==> src/rtl/sdiv_pkg.sv <==
// Shared constants, types and helpers for the signed integer divider.
package sdiv_pkg;

    localparam int DATA_W = 32;
    localparam int QUOT_W = DATA_W + 1;
    localparam int CNT_W  = $clog2(DATA_W);

    typedef logic [DATA_W-1:0] mag_t;

    typedef enum logic [1:0] {
        ST_IDLE,
        ST_DIV,
        ST_FIX
    } state_t;

    typedef struct packed {
        logic busy;
        logic done;
    } core_stat_t;

    // Unsigned magnitude of a two's complement operand; the most negative
    // value maps to 2^(DATA_W-1), which still fits.
    function automatic mag_t magnitude(input logic [DATA_W-1:0] v);
        mag_t neg;
        neg = ~v + 1'b1;
        return v[DATA_W-1] ? neg : v;
    endfunction

endpackage

==> src/rtl/sdiv_core.sv <==
// Radix-2 restoring divider on magnitudes, one quotient bit per cycle.
module sdiv_core (
    input  logic                       aclk,
    input  logic                       aresetn,
    input  logic                       start,
    input  sdiv_pkg::mag_t             num,
    input  sdiv_pkg::mag_t             den,
    output sdiv_pkg::core_stat_t       stat,
    output sdiv_pkg::mag_t             quot
);
    import sdiv_pkg::*;

    logic             busy_reg, busy_next;
    logic             done_reg, done_next;
    logic [CNT_W-1:0] cnt_reg, cnt_next;
    mag_t             rem_reg, rem_next;
    mag_t             dvd_reg, dvd_next;
    mag_t             den_reg, den_next;

    logic [DATA_W:0]   shifted;
    logic [DATA_W+1:0] diff;
    logic              sub_ok;

    // Shift in the next dividend bit, trial-subtract the divisor.
    assign shifted = {rem_reg, dvd_reg[DATA_W-1]};
    assign diff    = {1'b0, shifted} - {2'b00, den_reg};
    assign sub_ok  = ~diff[DATA_W+1];

    always_comb begin
        busy_next = busy_reg;
        done_next = 1'b0;
        cnt_next  = cnt_reg;
        rem_next  = rem_reg;
        dvd_next  = dvd_reg;
        den_next  = den_reg;
        if (start) begin
            busy_next = 1'b1;
            cnt_next  = CNT_W'(DATA_W - 1);
            rem_next  = '0;
            dvd_next  = num;
            den_next  = den;
        end else if (busy_reg) begin
            rem_next = sub_ok ? diff[DATA_W-1:0] : shifted[DATA_W-1:0];
            // quotient bits enter where dividend bits leave
            dvd_next = {dvd_reg[DATA_W-2:0], sub_ok};
            cnt_next = cnt_reg - 1'b1;
            if (cnt_reg == '0) begin
                busy_next = 1'b0;
                done_next = 1'b1;
            end
        end
    end

    always_ff @(posedge aclk) begin
        if (!aresetn) begin
            busy_reg <= 1'b0;
            done_reg <= 1'b0;
        end else begin
            busy_reg <= busy_next;
            done_reg <= done_next;
        end
    end

    always_ff @(posedge aclk) begin
        cnt_reg <= cnt_next;
        rem_reg <= rem_next;
        dvd_reg <= dvd_next;
        den_reg <= den_next;
    end

    assign stat.busy = busy_reg;
    assign stat.done = done_reg;
    assign quot      = dvd_reg;

endmodule

==> src/rtl/signed_integer_divider_top.sv <==
// Signed 32-bit divider, truncating quotient, with divide-by-zero flag.
// A request is accepted in ST_IDLE, divided by the core in ST_DIV, and loaded to the output from ST_FIX.
// A new request is accepted only in ST_IDLE; the serial divide loop sets this (one bit per cycle).
// A new request is taken while the previous result still waits on the output.
// Reset: synchronous, active low; clears control and output valid only.
module signed_integer_divider_top (
    input  logic                          aclk,
    input  logic                          aresetn,
    input  logic                          s_valid,
    output logic                          s_ready,
    input  logic [sdiv_pkg::DATA_W-1:0]   s_dividend,
    input  logic [sdiv_pkg::DATA_W-1:0]   s_divisor,
    output logic                          m_valid,
    input  logic                          m_ready,
    output logic [sdiv_pkg::QUOT_W-1:0]   m_quotient,
    output logic                          m_divide_by_zero
);
    import sdiv_pkg::*;

    state_t      state_reg, state_next;
    logic        neg_reg, neg_next;
    logic        dz_reg, dz_next;
    logic        m_valid_reg, m_valid_next;
    logic [QUOT_W-1:0] m_quotient_reg, m_quotient_next;
    logic        m_dz_reg, m_dz_next;

    logic        core_start;
    logic        out_load;
    core_stat_t  stat;
    mag_t        core_q;
    logic [QUOT_W-1:0] q_pos;
    logic [QUOT_W-1:0] q_neg;

    sdiv_core u_core (
        .aclk    (aclk),
        .aresetn (aresetn),
        .start   (core_start),
        .num     (magnitude(s_dividend)),
        .den     (magnitude(s_divisor)),
        .stat    (stat),
        .quot    (core_q)
    );

    assign q_pos = {1'b0, core_q};
    assign q_neg = ~q_pos + 1'b1;

    always_comb begin
        state_next = state_reg;
        s_ready    = 1'b0;
        core_start = 1'b0;
        out_load   = 1'b0;
        case (state_reg)
            ST_IDLE: begin
                s_ready = 1'b1;
                if (s_valid) begin
                    core_start = 1'b1;
                    state_next = ST_DIV;
                end
            end
            ST_DIV: begin
                if (stat.done) begin
                    state_next = ST_FIX;
                end
            end
            ST_FIX: begin
                if (!m_valid_reg || m_ready) begin
                    out_load   = 1'b1;
                    state_next = ST_IDLE;
                end
            end
            default: begin
                state_next = ST_IDLE;
            end
        endcase
    end

    always_comb begin
        neg_next        = neg_reg;
        dz_next         = dz_reg;
        m_quotient_next = m_quotient_reg;
        m_dz_next       = m_dz_reg;
        if (core_start) begin
            neg_next = s_dividend[DATA_W-1] ^ s_divisor[DATA_W-1];
            dz_next  = (s_divisor == '0);
        end
        if (out_load) begin
            // zero divisor: core result is meaningless, report 0
            m_quotient_next = dz_reg ? '0 : (neg_reg ? q_neg : q_pos);
            m_dz_next       = dz_reg;
        end
        if (out_load) begin
            m_valid_next = 1'b1;
        end else if (m_ready) begin
            m_valid_next = 1'b0;
        end else begin
            m_valid_next = m_valid_reg;
        end
    end

    always_ff @(posedge aclk) begin
        if (!aresetn) begin
            state_reg   <= ST_IDLE;
            m_valid_reg <= 1'b0;
        end else begin
            state_reg   <= state_next;
            m_valid_reg <= m_valid_next;
        end
    end

    always_ff @(posedge aclk) begin
        neg_reg        <= neg_next;
        dz_reg         <= dz_next;
        m_quotient_reg <= m_quotient_next;
        m_dz_reg       <= m_dz_next;
    end

    assign m_valid          = m_valid_reg;
    assign m_quotient       = m_quotient_reg;
    assign m_divide_by_zero = m_dz_reg;

`ifndef SYNTH
    a_dz_zero_quot: assert property (@(posedge aclk) disable iff (!aresetn)
        m_valid && m_divide_by_zero |-> m_quotient == '0)
        else $error("divide-by-zero result carries nonzero quotient");

    a_done_in_div: assert property (@(posedge aclk) disable iff (!aresetn)
        stat.done |-> state_reg == ST_DIV)
        else $error("core finished outside of divide state");

    a_no_accept_busy: assert property (@(posedge aclk) disable iff (!aresetn)
        stat.busy |-> !s_ready)
        else $error("request accepted while core busy");

    a_valid_from_fix: assert property (@(posedge aclk) disable iff (!aresetn)
        $rose(m_valid) |-> $past(state_reg == ST_FIX))
        else $error("result raised without passing the fix stage");
`endif

endmodule
==> config.mk <==
export PLATFORM = sky130hd
export DESIGN_NAME = signed_integer_divider_top
export DESIGN_NICKNAME = d
export VERILOG_FILES = /design/src/rtl/sdiv_pkg.sv /design/src/rtl/sdiv_core.sv /design/src/rtl/signed_integer_divider_top.sv
export SDC_FILE = /design/constraint.sdc
export NUM_CORES = 1
export LEC_CHECK = 0
export BUFFER_PORTS_ARGS = -buffer_cell sky130_fd_sc_hd__buf_4
export CAP_MARGIN = 20
export CORE_ASPECT_RATIO = 2
export CORE_MARGIN = 1.5
export CORE_UTILIZATION = 58
export DETAILED_ROUTE_END_ITERATION = 8
export GPL_ROUTABILITY_DRIVEN = 0
export PLACE_DENSITY_LB_ADDON = 0.15
export SKIP_CTS_REPAIR_TIMING = 1
export SYNTH_ARGS = -nofsm -noshare
export SYNTH_HDL_FRONTEND = slang
export SYNTH_HIERARCHICAL = 1
export SYNTH_SLANG_ARGS = --single-unit
==> constraint.sdc <==
create_clock -name aclk -period 7.4 [get_ports aclk]
set_clock_uncertainty 0.2 [all_clocks]
set_input_delay 0.37 -clock aclk [delete_from_list [all_inputs] [get_ports aclk]]
set_output_delay 0.37 -clock aclk [all_outputs]
set_load 0.01 [all_outputs]
==> results.cfg, run 1 <==
[run_status]
status = complete, no violations

[cells_and_area]
largest_reg_flops = 33
num_antenna_cells = 0
layout_common_cells = buf_4 (109), nand2_1 (103), edfxtp_1 (100)
syn2layout_area_growth_pct = 15.54
drive_above_1_share_pct = 21.01
fin_nets = 1177
final_area_sq_mm = 0.01109
final_common_cell = buf_4

[critical_path]
cpMaxStageDelayCell = a311oi_4
worstSetupPathType = flop to flop
required_ps = 7490
critPathMaxFanout = 25
start_kind = flop
endpoint_kind = flop
crit_buf_inv = 2
path_cells = inv_1 > ha_1 > a211oi_2 > o21ai_2 > a2111oi_4 > o41ai_2 > a311oi_4 > buf_4 > o211ai_1 > o21ai_1 > nor2_1
worstPathArrival_ps = 3510
path_delay_family = compound AO/OA/AOI/OAI gates
cp_slowest_stage_delay_ps = 580

[timing]
timing.final.hold_violations = 0
drv_slew = 0
fin_crit_ps = 3413
fin_crit_sh_pct = 46.12
holdWs_ps = 31.20
setup_viol = 0
rsz0062_at_grt = no
tns_ps = 0
fmax_ghz = 0.2930
worst_pin_slew_ps = 944.2
slew-limit-headroom_pct = 36.48

[clock_tree]
cts-root-buf = clkbuf_16
cts_made_buffers = 17
path_clk_slew_ps = 70
tritoncts = yes
clockBufferDepth = 2
htree_levels = 4
clock-sinks = 142
clock_latency_ps = 430

[flow_run]
cap_violations = 0

[grt]
track_usage_pct = 27.08
grt_max_degree = 75
grt.overflow.total = 0
grt_pass1_wl_microns = 36780
grt_pass1_vias = 7792
antenna_found_initial = 0

[placement]
io_buffer_count = 103
hpwl_microns = 16570
dpl_cell_area_sq_mm = 0.01044

[route]
first_pass_iters = 5
wl_per_cell_microns = 17.36
wl_microns = 22380
detail_route.vias_per_cell = 5.971
remaining_drc_errors = 0
antenna_left = 0
routed-via-count = 7697
initialDrtViolationCount = 340

[floorplan]
placementRows = 66
coreArea_sq_mm = 0.01619
start_util_pct = 59.28
dieArea_sq_mm = 0.01737
die_x_microns = 93.95
die_h_microns = 184.9
ioPinCount = 104

[min_path]
hold_class = input port to flop

[power]
p_leak_nw = 4.281
p_comb_share_pct = 28.9
pwr-share-seq_pct = 37.4
swShare_pct = 32.72
irDropWorstVdd_mv = 0.1780
p_switching_uw = 892.9
p_per_area_mw_per_mm2 = 246.1
clock_power_share_pct = 33.7
p_int_mw = 1.836

[synth]
synth_nets = 1097
syn_area_per_cell_sq_um = 9.673
syn_area_sq_mm = 0.009595
synthCells = 992
synth_warnings = 6
-- layout make-up --
| type | count | area (sq um) |
|---|---|---|
| clock buffers | 19 | 452.9 |
| clock inverters | 13 | 178.9 |
| fillers | 1338 | 5099 |
| inverters | 53 | 198.9 |
| multi-input cells | 747 | 5318 |
| flip-flops and latches | 142 | 3845 |
| well taps | 204 | 255.2 |
| repair buffers | 111 | 838.3 |
-- stage by stage --
step	worst slack, ps	power [mW]	std cells	utilization (%)
after CTS	3981	2.736	1287	68.38
after global placement	4075	1.795	1255	64.47
after floorplan	3975	1.638	992	-
final	3987	2.729	1289	68.50
after detailed placement	3994	1.812	1255	64.47
after global routing	3771	2.862	1289	68.50
-- metal layers --
metal	vias up	global-route usage, %	share of wire [%]
met5	-	0	0
met4	0	15.52	4.5
met1	3634	26.31	35
met3	56	3.284	3.3
met2	218	52.90	57
li1	3789	-	-
-- power by group through the flow --
| stage | registers [mW] | clock network, mW | logic, mW |
|---|---|---|---|
| 2_1_floorplan | 1.01 | 0 | 0.628 |
| 3_3_place_gp | 1.03 | 0 | 0.762 |
| 3_5_place_dp | 1.04 | 0 | 0.777 |
| 4_1_cts | 1.02 | 0.931 | 0.785 |
| 5_1_grt | 1.03 | 0.959 | 0.872 |
| 6_report | 1.02 | 0.919 | 0.789 |
-- worst paths after layout --
kind	from	end	slack, ps	cells past startpoint
min	s_divisor[29]	u_core/den_reg[29]	30	2
max	u_core/den_reg[22]	u_core/rem_reg[8]	3990	11
min reg2reg	state_reg[1]	state_reg[0]	280	1
max reg2reg	u_core/den_reg[22]	u_core/rem_reg[8]	3990	11
(Power assumes the default switching activity.)
==> inputs of run 2 (changes only) <==
CORE_UTILIZATION = 54   (was 58)
clock period = 2.85 ns   (was 7.4 ns; I/O delays follow)
==> run 2 against run 1 <==
- the run now ends with hold timing, setup timing left
- sequential share of layout area shrank 5.6 points
- maximum frequency rose by 15%
- cell count increased by 14%
- critical path type unchanged
- sequential power rose to 2.6 times the previous value
- via count grew 14%
==> results.cfg, run 2 (same netlist as run 1, synthesis figures left out) <==
[cells_and_area]
fin_nets = 1348
instances_no_fill = 1466
layout_common_cells = buf_4 (200), edfxtp_1 (100), nand2_1 (84)
num_antenna_cells = 0
largest_reg_flops = 33
syn2layout_area_growth_pct = 37.71
drive_above_1_share_pct = 32.80
fillers = 1192
final_common_cell = buf_4

[timing]
setup_slack_ps = -128.4
fin_crit_ps = 2978
drv_slew = 0
fin_crit_sh_pct = 104.5
slew-limit-headroom_pct = 69.73
tns_ps = -1322
holdWs_ps = -13.88
rsz0062_at_grt = yes
worst_pin_slew_ps = 448.2
timing.final.hold_violations = 4
fmax_ghz = 0.3357
setup_viol = 24

[floorplan]
coreArea_sq_mm = 0.01736
ioPinCount = 104
start_util_pct = 55.28
die_h_microns = 191.5
die_x_microns = 97.26
placementRows = 68
dieArea_sq_mm = 0.01863

[critical_path]
critPathMaxFanout = 4
required_ps = 2970
start_kind = flop
worstSetupPathType = flop to flop
cp-startpoint = u_core/quot[31]
reg2reg_slack_ps = -130
rr_startpoint = u_core/quot[31]
worstPathArrival_ps = 3090
endpoint_kind = flop

[grt]
grt_pass1_wl_microns = 39160
track_usage_pct = 26.51
grt.overflow.total = 0
grt_max_degree = 61
grt_pass1_vias = 8232
antenna_found_initial = 0

[route]
wl_microns = 27700
remaining_drc_errors = 0
wl_per_cell_microns = 18.89
antenna_left = 0
initialDrtViolationCount = 409
detail_route.vias_per_cell = 5.995
routed-via-count = 8789
first_pass_iters = 5

[min_path]
hold_class = input port to flop
min_from = s_dividend[12]

[power]
finalPower_mw = 8.239
p_leak_nw = 5.214
p_per_area_mw_per_mm2 = 623.5
irDropWorstVdd_mv = 0.4369

[clock_tree]
cts-root-buf = clkbuf_16
clock_latency_ps = 430
htree_levels = 4
tritoncts = yes
path_clk_slew_ps = 70
cts_made_buffers = 17
clockBufferDepth = 2
clock-sinks = 142

[run_status]
violations = hold timing, setup timing
status = finished with violations

[placement]
io_buffer_count = 103
hpwl_microns = 18620
placed_cells = 1348

[flow_run]
cap_violations = 0
run 2: cell count changes in the layout (fill, tap and decap cells not counted), sizes merged:
cell / previous run / this run
buf: 109 / 212
clkbuf: 19 / 21
clkinv: 5 / 2
clkinvlp: 0 / 3
dlygate4sd3: 2 / 66
inv: 58 / 60
run 2: worst max-delay path, stage by stage, from the launching register on:
cell and delay (ps):
edfxtp_1 400, inv_2 90, ha_4 160, inv_2 40
fa_2 350, a21o_1 200, a22oi_2 190, a211o_4 220
o221ai_4 130, o22a_1 240, a21o_1 190, a21oi_2 140
xnor2_1 70, a211o_1 250
run 2: path summary, 6_finish.rpt:
| check | endpoint | cells past startpoint |
|---|---|---|
| max | u_core/rem_reg[28] | 13 |
| min | u_core/quot[12] | 3 |
| max reg2reg | u_core/rem_reg[28] | 13 |
| min reg2reg | state_reg[0] | 1 |
run 2: area by class of cell:
cell class / count / area, sq um / area share (%)
Multi-Input combinational cell: 747 / 5826 / 44.09
Sequential cell: 142 / 3847 / 29.12
Timing Repair Buffer: 282 / 2454 / 18.57
Clock buffer: 17 / 425.4 / 3.219
Tap cell: 210 / 262.8 / 1.988
Inverter: 53 / 202.7 / 1.534
Clock inverter: 15 / 196.4 / 1.487
run 2: power breakdown:
group | total [mW] | internal [mW] | leakage, nW | switching, mW
clock | 2.40 | 1.41 | 0.301 | 0.990
sequential | 2.66 | 2.46 | 1.30 | 0.203
combinational | 3.18 | 1.56 | 3.62 | 1.61
run 2: stage by stage:
| step | setup WS [ps] | util (%) | instance area [sq um] |
|---|---|---|---|
| 6_report | -128.4 | 76.13 | 13210 |
| 5_1_grt | -234.9 | 76.13 | 13210 |
| 4_1_cts | -254.6 | 67.83 | 11770 |
| 3_5_place_dp | -228.7 | 64.25 | 11150 |
| 3_3_place_gp | -179.5 | 64.25 | 11150 |
| 2_1_floorplan | 9.051 | - | 9603 |
run 2: routing by layer:
| layer | wire length, microns | track usage, % | share of wire [%] |
|---|---|---|---|
| met5 | 0 | 0 | 0 |
| met4 | 1569 | 15.55 | 5.7 |
| met3 | 943 | 3.510 | 3.4 |
| met2 | 15730 | 53.28 | 57 |
| met1 | 9455 | 24.86 | 34 |
